### config.mk
export PLATFORM = sky130hd
export DESIGN_NAME = tmcg_scan
export DESIGN_NICKNAME = d
export VERILOG_FILES = /design/src/sv/tmcg_pkg.sv /design/src/sv/tmcg_scan.sv
export SDC_FILE = /design/constraint.sdc
export NUM_CORES = 1
export LEC_CHECK = 0
export ABC_CLOCK_PERIOD_IN_PS = 7710
export BUFFER_PORTS_ARGS = -buffer_cell sky130_fd_sc_hd__buf_2
export CORE_ASPECT_RATIO = 0.7
export CORE_MARGIN = 1
export CORE_UTILIZATION = 37
export DETAILED_ROUTE_END_ITERATION = 10
export SYNTH_ARGS = -nofsm -noshare
export SYNTH_HDL_FRONTEND = slang
export SYNTH_SLANG_ARGS = --single-unit
### constraint.sdc
create_clock -name clk -period 7.71 [get_ports clk]
set_input_delay 0.3855 -clock clk [delete_from_list [all_inputs] [get_ports clk]]
set_output_delay 0.3855 -clock clk [all_outputs]
set_load 0.01 [all_outputs]
### src/sv/tmcg_pkg.sv
// Shared types and constants of the text-mode character generator.
`timescale 1ns / 1ps

package tmcg_pkg;

  typedef enum logic [1:0] {
    REQ_READ  = 2'd0,
    REQ_WRITE = 2'd1,
    REQ_FONT  = 2'd2,
    REQ_TICK  = 2'd3
  } req_t;

  // Font store: 256 glyphs of 8 rows.
  localparam int FONT_AW = 11;

  // Cell word holding the background colour, and the first text cell.
  localparam int BG_WORD    = 'h2F;
  localparam int TEXT_START = 'h30;

  localparam logic [7:0] RED_MASK = 8'b1110_0000;
  localparam logic [7:0] GRN_MASK = 8'b0001_1100;
  localparam logic [7:0] BLU_MASK = 8'b0000_0011;

  typedef struct packed {
    logic [8:0] x;
    logic [8:0] y;
    logic       frame_end;
  } scan_pos_t;

  typedef struct packed {
    req_t       kind;
    logic       hit;
    scan_pos_t  pos;
    logic [7:0] bg;
  } stage_info_t;

endpackage

### src/sv/tmcg_scan.sv
// Raster position counter and text cell address of the current pixel.
`timescale 1ns / 1ps

module tmcg_scan #(
  parameter int TEXT_COLS  = 50,
  parameter int TEXT_ROWS  = 40,
  parameter int CELL_WORDS = 2048
) (
  input  logic                          clk,
  input  logic                          rst_n,
  input  logic                          step,
  output tmcg_pkg::scan_pos_t           pos,
  output logic [$clog2(CELL_WORDS)-1:0] cell_idx
);

  localparam int AW     = $clog2(CELL_WORDS);
  localparam int IW     = AW + 1;
  localparam int WIDTH  = TEXT_COLS * 8;
  localparam int HEIGHT = TEXT_ROWS * 8;

  logic [8:0]    col_r, col_nxt;
  logic [8:0]    row_r, row_nxt;
  logic          last_col, last_row;
  logic [IW-1:0] lin_idx;
  logic [IW-1:0] wrap_idx;

  assign last_col = (col_r == 9'(WIDTH - 1));
  assign last_row = (row_r == 9'(HEIGHT - 1));

  always_comb begin
    col_nxt = col_r + 9'd1;
    row_nxt = row_r;
    if (last_col) begin
      col_nxt = '0;
      row_nxt = last_row ? '0 : row_r + 9'd1;
    end
  end

  always_ff @(posedge clk) begin
    if (!rst_n) begin
      col_r <= '0;
      row_r <= '0;
    end else if (step) begin
      col_r <= col_nxt;
      row_r <= row_nxt;
    end
  end

  // Cell = col/8 + (row/8)*cols + start; stays below twice the memory size.
  assign lin_idx = IW'(row_r[8:3]) * IW'(TEXT_COLS) + IW'(col_r[8:3])
                 + IW'(tmcg_pkg::TEXT_START);
  assign wrap_idx = (lin_idx >= IW'(CELL_WORDS)) ? lin_idx - IW'(CELL_WORDS) : lin_idx;
  assign cell_idx = wrap_idx[AW-1:0];

  assign pos.x         = col_r;
  assign pos.y         = row_r;
  assign pos.frame_end = last_col && last_row;

endmodule

### Yosys cells after proc, flatten, opt, wreduce, memory -nomap -nowiden

Index checks and enable logic that the tools add are counted.

| storage, ports and cells | value |
|---|---|
| register bits | 18 |
| output and inout port bits | 30 |
| logic and storage cells | 16 |

| cells by class | value |
|---|---|
| add/subtract/negate cells | 5 |
| $mul | 1 |
| $lt $le $gt $ge | 1 |
| equality and inequality tests | 2 |
| muxes and demuxes | 3 |
| reductions and logical operators | 2 |

Operators by type and width:

| cell | count |
|---|---|
| $add 9x1->9 const B | 2 |
| $eq 9x9->1 const B | 2 |
| $mux 9 | 2 |
| $add 12x6->12 | 1 |
| $add 12x6->12 const B | 1 |
| $ge 12x12->1 const B | 1 |
| $mul 6x5->11 const B | 1 |
| $mux 11 | 1 |
| $sub 11x1->11 const B | 1 |
| $reduce_and 2->1 | 1 |
| $logic_and 1x1->1 | 1 |

### Logic depth before layout (Yosys ltp)

Gate-level depths: netlist of run 1.

| logic depth | value |
|---|---|
| depth in word-level cells | 5 |
| gate-level depth with buffers | 11 |

### Worst setup path after synthesis of run 1

No wires, ideal clock.

| timing | value |
|---|---|
| path kind | reg2out |
| start | register row_r[5] |
| end | output port cell_idx[10] |
| arrival | 2.943 ns |
| setup slack | 4.382 ns |
| cell stages (with the launch flop) | 10 |
| path buffers | 0 |
| cell sequence | dfxtp_1 > ha_1 > ha_1 > ha_1 > fa_1 > ha_1 > a21oi_1 > o21ai_0 > and4_1 > xnor3_1 |

| on the way | value |
|---|---|
| word-level cells in the longest chain between the ends | 5 |
| elaborated cells between the ends (all ways) | 6 |
| those cells by class | add/sub: 3; mul: 1; order compare: 1; mux: 1 |

Ends and longest elaborated chain:

| element | line | text |
|---|---|---|
| start: declaration | tmcg_scan.sv:22 | `logic [8:0] row_r, row_nxt;` |
| start signal: assignment | tmcg_scan.sv:45 | `row_r <= row_nxt;` |
| $mul 6x5->11 (*) | tmcg_scan.sv:50 | `assign lin_idx = IW'(row_r[8:3]) * IW'(TEXT_COLS) + IW'(col_r[8:3])` |
| $add 12x6->12 (*) | tmcg_scan.sv:50 |  |
| $add 12x6->12 (*) | tmcg_scan.sv:51 | `+ IW'(tmcg_pkg::TEXT_START);` |
| $sub 11x1->11 or $ge 12x12->1 (tied branches) | tmcg_scan.sv:52 | `assign wrap_idx = (lin_idx >= IW'(CELL_WORDS)) ? lin_idx - IW'(CELL_WORDS) : lin_idx;` |
| $mux 11 (*) | tmcg_scan.sv:52 |  |
| end: declaration | tmcg_scan.sv:13 | `output logic [$clog2(CELL_WORDS)-1:0] cell_idx` |

Every way passes the cells marked *; elsewhere a longest branch is shown, timed or not.

### Worst setup path in the final report of run 1

| timing | value |
|---|---|
| start | register row_r[4] |
| end | output port cell_idx[10] |

The elaborated chain is that of the path after synthesis.

==> impl_metrics.ini, run 1 <==
[run_status]
status = completed

[route]
vias = 1181
postRouteAntennaNets = 0
wl_per_cell_um = 11.9
vias_per_cell = 4.84
wirelength_mm = 2.91
dr.pass1.iters = 4
first_iter_violations = 33
drc = 0

[floorplan]
rows = 18
core_um2 = 3690
start_util_pct = 40.6
ios = 33
dieHeight_um = 55.3
die_x_um = 78.1
dieArea_um2 = 4310

[clock_network]
cts_tree = built
cts.repair.resized = 0
cts_buffers = 3
cts.reportedPaths.clkPinSlew_ps = 60
ctsHoldBuffers = 0
h-tree-depth = 1
clk_latency_ps = 250
root_buffer = clkbuf_8
clock_path_buffers = 2
cts.sinks = 18
cts_setup_buffers = 0

[job]
maxCapViolations = 0

[yosys]
ys_types = 28
synth_area_um2 = 1500
yosysWarnings = 0
synth-edff-count = 0
async_flop_share_pct = 0
synth_area_per_cell_um2 = 9.31
synth_ff_type = dfxtp_1
synth_seq_cells = 18
syn_inst = 161
syn-num-nets = 199
yosysSeqAreaShare_pct = 24.0

[pwr]
peakVddDrop_v = 0.0000608
p_leak_nw = 1.00
pwr_density_cell_nw_per_um2 = 95.7

[place]
io_buffers = 32
dpl.hpwl_mm = 2.38
placed_cells = 241
pre_cts_slack_ps = 4170
gp_congestion = 0.803
dpl_cell_area_um2 = 1710

[critical_path]
cp.arrival_ps = 3430
crit_path_max_fanout = 5
start_kind = flop
path_delay_family = adder cells
worst_ep_required_time_ps = 7320
slowest_delay_ps = 490
r2r_start = col_r[4]$_SDFFE_PN0P_
worstPathCellList = ha_1 > ha_1 > ha_1 > fa_1 > ha_1 > a21oi_1 > o21ai_0 > and4_1 > xnor3_1 > buf_2
critPathBufInv = 1
critPathKind = reg2out
reg2reg_depth = 5
slowest_stage = fa_1
critical_path.endpoint_type = primary output
cp_common_cell = ha_1
r2r_setup_slack_ps = 5850
r2r-end = row_r[4]$_SDFFE_PN0P_

[final_layout]
instances_no_fill = 244
drive_above_1_share_pct = 21.1
fin_area_um2 = 1750
areaGrowthSynthToFinish_pct = 16.8
diodes = 0
fin_nets = 234

[global_route]
gr-usage-all-layers_pct = 14.7
grt_first_pass_wirelength_mm = 5.14
grt.overflow.total = 0
grt_max_degree = 10
grt_pass1_vias = 1192
antenna_found_initial = 0

[worst_hold_path]
hold_path_class = in2reg
min_from = rst_n
whs_path_depth = 2
holdPathEnd = row_r[1]$_SDFFE_PN0P_

[sta]
finalSetupTns_ps = 0
relSlewSlack_pct = 74.8
rsz0062_at_grt = false
timing.fmax_mhz = 262
tightest_slew_ps = 377
min_period_ps = 3810
timing.final.crit_share_pct = 49.5
hold_viol = 0
finalMaxSlewViolations = 0
skew_ps = 1.61
setup_viol = 0
layout_setup_ws_ps = 3900
==> flip-flops by register name (all words and copies together), names as in the netlist <==
signal,flops
col_r,9
row_r,9
==> synth_stat cells, types with 2 or more instances <==
cell	count	area [um^2]
fa_1	2	40.0
inv_1	13	48.8
ha_1	33	413
nor2_1	18	67.6
dfxtp_1	18	360
and4_1	2	17.5
a21oi_1	6	30.0
nand3_1	5	25.0
and3_1	3	18.8
nand2_1	10	37.5
xnor2_1	14	123
nand4_1	5	31.3
a21o_1	3	22.5
xor2_1	13	114
o21ai_0	3	15.0
==> metal layers <==
layer / global-route usage, % / share of wire (%) / wire [um]
met1: 20.5 / 54 / 1560
met4: 1.85 / 0.24 / 7
met3: 4.63 / 5.0 / 147
met5: 0 / 0 / 0
met2: 22.7 / 41 / 1200
==> logic make-up (layout without fill, tap and decap cells) <==
logic type | after synthesis | in the layout | share of synthesized area [%]
XOR/XNOR | 28 | 28 | 17.3
adder cells (fa/ha/maj) | 35 | 35 | 30.2
AO/OA/AOI/OAI | 15 | 15 | 6.59
multiplexers | 1 | 1 | 0.668
AND/OR/NAND/NOR | 49 | 49 | 17.1
buffers and inverters | 15 | 48 | 4.09
flip-flops | 18 | 18 | 24.0
==> cell type report <==
type	instances	area (um^2)
Fill cell	374	1940
Clock buffer	3	41.3
Sequential cell	18	360
Timing Repair Buffer	32	160
Tap cell	50	62.6
Inverter	13	48.8
Multi-Input combinational cell	128	1080
==> cell usage in the layout, fill, tap and decap left out, types with 2 or more instances in the layout <==
master	n
a21o_1	3
a21oi_1	6
and3_1	3
and4_1	2
buf_2	32
clkbuf_8	3
dfxtp_1	18
fa_1	2
ha_1	33
inv_1	13
nand2_1	10
nand3_1	5
nand4_1	5
nor2_1	18
o21ai_0	3
xnor2_1	14
xor2_1	13
==> metrics by stage <==
stage / power, mW / hold slack [ps] / utilization [%]
finish: 0.168 / 436 / 47.4
detailed placement: 0.106 / 493 / 46.3
CTS: 0.170 / 432 / 47.4
floorplan: 0.103 / 508 / -
global placement: 0.105 / 486 / 46.3
global route: 0.177 / 434 / 47.4
==> worst max path at each step <==
| stage | startpoint | to | depth (start not counted) |
|---|---|---|---|
| 2_1_floorplan | row_r[5]$_SDFFE_PN0P_ | cell_idx[10] | 9 |
| 3_3_place_gp | row_r[4]$_SDFFE_PN0P_ | cell_idx[10] | 10 |
| 3_5_place_dp | row_r[4]$_SDFFE_PN0P_ | cell_idx[10] | 10 |
| 4_1_cts | row_r[4]$_SDFFE_PN0P_ | cell_idx[10] | 10 |
| 5_1_grt | row_r[5]$_SDFFE_PN0P_ | cell_idx[10] | 10 |
| 6_report | row_r[4]$_SDFFE_PN0P_ | cell_idx[10] | 10 |
==> where the power goes <==
part	internal [mW]	switching, mW	total, mW
registers	0.0941	0.00121	0.0953
logic	0.00326	0.00474	0.00800
clock network	0.0347	0.0295	0.0642
No activity file was read; power rests on OpenSTA's default activity.
==> run 2, diff against run 1 <==
--- a/config.mk
+++ b/config.mk
@@ -5,7 +5,7 @@
 export SDC_FILE = /design/constraint.sdc
 export NUM_CORES = 1
 export LEC_CHECK = 0
-export ABC_CLOCK_PERIOD_IN_PS = 7710
+export ABC_CLOCK_PERIOD_IN_PS = 3200
 export BUFFER_PORTS_ARGS = -buffer_cell sky130_fd_sc_hd__buf_2
 export CORE_ASPECT_RATIO = 0.7
 export CORE_MARGIN = 1
==> constraint.sdc (replaced) <==
create_clock -name clk -period 3.2 [get_ports clk]
set_input_delay 0.16 -clock clk [delete_from_list [all_inputs] [get_ports clk]]
set_output_delay 0.16 -clock clk [all_outputs]
set_load 0.01 [all_outputs]
==> run 2 against run 1 <==
  * Count of clock-buffer cells in the layout rose by 1
  * Cell area rose by 13%
  * Clock skew rose by 3.9 ps
  * Setup slack got worse by 3800 ps
  * Die area did not move
  * Largest cell class unchanged
==> impl_metrics.ini, run 2 (synthesized netlist as in run 1, its figures left out) <==
[route]
postRouteAntennaNets = 0
first_iter_violations = 42
wl_per_cell_um = 12.3
vias = 1208
dr.pass1.iters = 4
drc = 0
wirelength_mm = 3.08
vias_per_cell = 4.81

[sta]
hold_viol = 0
timing.fmax_mhz = 324
tightest_slew_ps = 373
min_period_ps = 3090
finalSetupTns_ps = 0
timing.final.crit_share_pct = 96.5
rsz0062_at_grt = false
relSlewSlack_pct = 75.1
hold-worst-slack_ps = 210
setup_viol = 0
finalMaxSlewViolations = 0
skew_ps = 5.54

[global_route]
grt.overflow.total = 0
gr-usage-all-layers_pct = 14.9
grt_max_degree = 11
grt_pass1_vias = 1146
grt_first_pass_wirelength_mm = 5.17
antenna_found_initial = 0

[clock_network]
clock_path_buffers = 2
cts_buffers = 3
cts.reportedPaths.clkPinSlew_ps = 70
cts.sinks = 18
cts_tree = built
h-tree-depth = 1
root_buffer = clkbuf_8
ctsHoldBuffers = 0
clk_latency_ps = 250

[critical_path]
critical_path.endpoint_type = primary output
critPathBufInv = 1
crit_path_max_fanout = 4
worstPathCellList = ha_4 > ha_4 > ha_4 > fa_1 > ha_4 > nand2_2 > o21ai_2 > and4_1 > xnor3_1 > buf_2
worst_ep_required_time_ps = 3040
slowest_delay_ps = 460
cp.arrival_ps = 2930
start_kind = flop
path_delay_family = adder cells
critPathKind = reg2out
slowest_stage = fa_1
cp_common_cell = ha_4

[final_layout]
instances_no_fill = 251
final_common_cell = buf_2
areaGrowthSynthToFinish_pct = 31.5
fin_nets = 240
diodes = 0
final_util_pct = 53.4
drive_above_1_share_pct = 34.3
layout_common_cells = 32 x buf_2, 23 x ha_1, 18 x nor2_1
largestRegisters = col_r (9), row_r (9)

[floorplan]
start_util_pct = 40.6
rows = 18
die_x_um = 78.1
core_um2 = 3690
ios = 33
dieHeight_um = 55.3
dieArea_um2 = 4310

[worst_hold_path]
hold_path_class = in2reg

[pwr]
peakVddDrop_v = 0.000304
total_power_mw = 0.428
p_leak_nw = 1.04
pwr_density_cell_nw_per_um2 = 217

[job]
maxCapViolations = 0

[place]
placed_cells = 246
gp_congestion = 0.763
dpl.hpwl_mm = 2.48
io_buffers = 32

[run_status]
status = completed
run 2: changes by cell type in the layout (fill, tap and decap cells not counted), sizes merged:
cell	previous run	this run
buf	32	38
clkbuf	3	4
run 2: path summary, 6_finish.rpt:
check                              from                     to  slack [ps]  depth (start not counted)
hold reg to reg   row_r[1]$_SDFFE_PN0P_  row_r[1]$_SDFFE_PN0P_         520                          2
setup reg to reg  col_r[4]$_SDFFE_PN0P_  row_r[4]$_SDFFE_PN0P_        1300                          5
hold / removal                    rst_n  row_r[1]$_SDFFE_PN0P_         210                          2
setup / recovery  row_r[4]$_SDFFE_PN0P_           cell_idx[10]         110                         10
run 2: where the power goes:
group / switching, mW / internal, mW / total (mW)
Sequential: 0.00296 / 0.224 / 0.227
Clock: 0.0729 / 0.109 / 0.182
Combinational: 0.0114 / 0.00776 / 0.0192
Total: 0.0872 / 0.341 / 0.428
run 2: routing by layer:
metal / part of all wire (%) / global-route usage [%]
met1: 52 / 20.6
met2: 44 / 23.4
met3: 3.9 / 3.97
met4: 0.26 / 2.38
met5: 0 / 0
run 2: cell type report:
type | instances | area (um^2)
fill | 366 | 1720
inverter | 13 | 48.8
multi-input combinational | 128 | 1220
clock buffer | 4 | 55.1
timing repair buffer | 38 | 205
sequential | 18 | 374
tap | 50 | 62.6
run 2: metrics by stage:
step	cell area, um^2	setup slack (ps)
floorplan	1500	97.1
global placement	1750	28.1
detailed placement	1750	-3.82
CTS	1920	4.18
global route	1970	12.4
finish	1970	112
run 2: what timing repair did:
item	in CTS	in global routing
setup endpoints to repair	2	2
cloned	0	0
pin swaps	7	6
buffers inserted	1	0
resized for setup	14	12
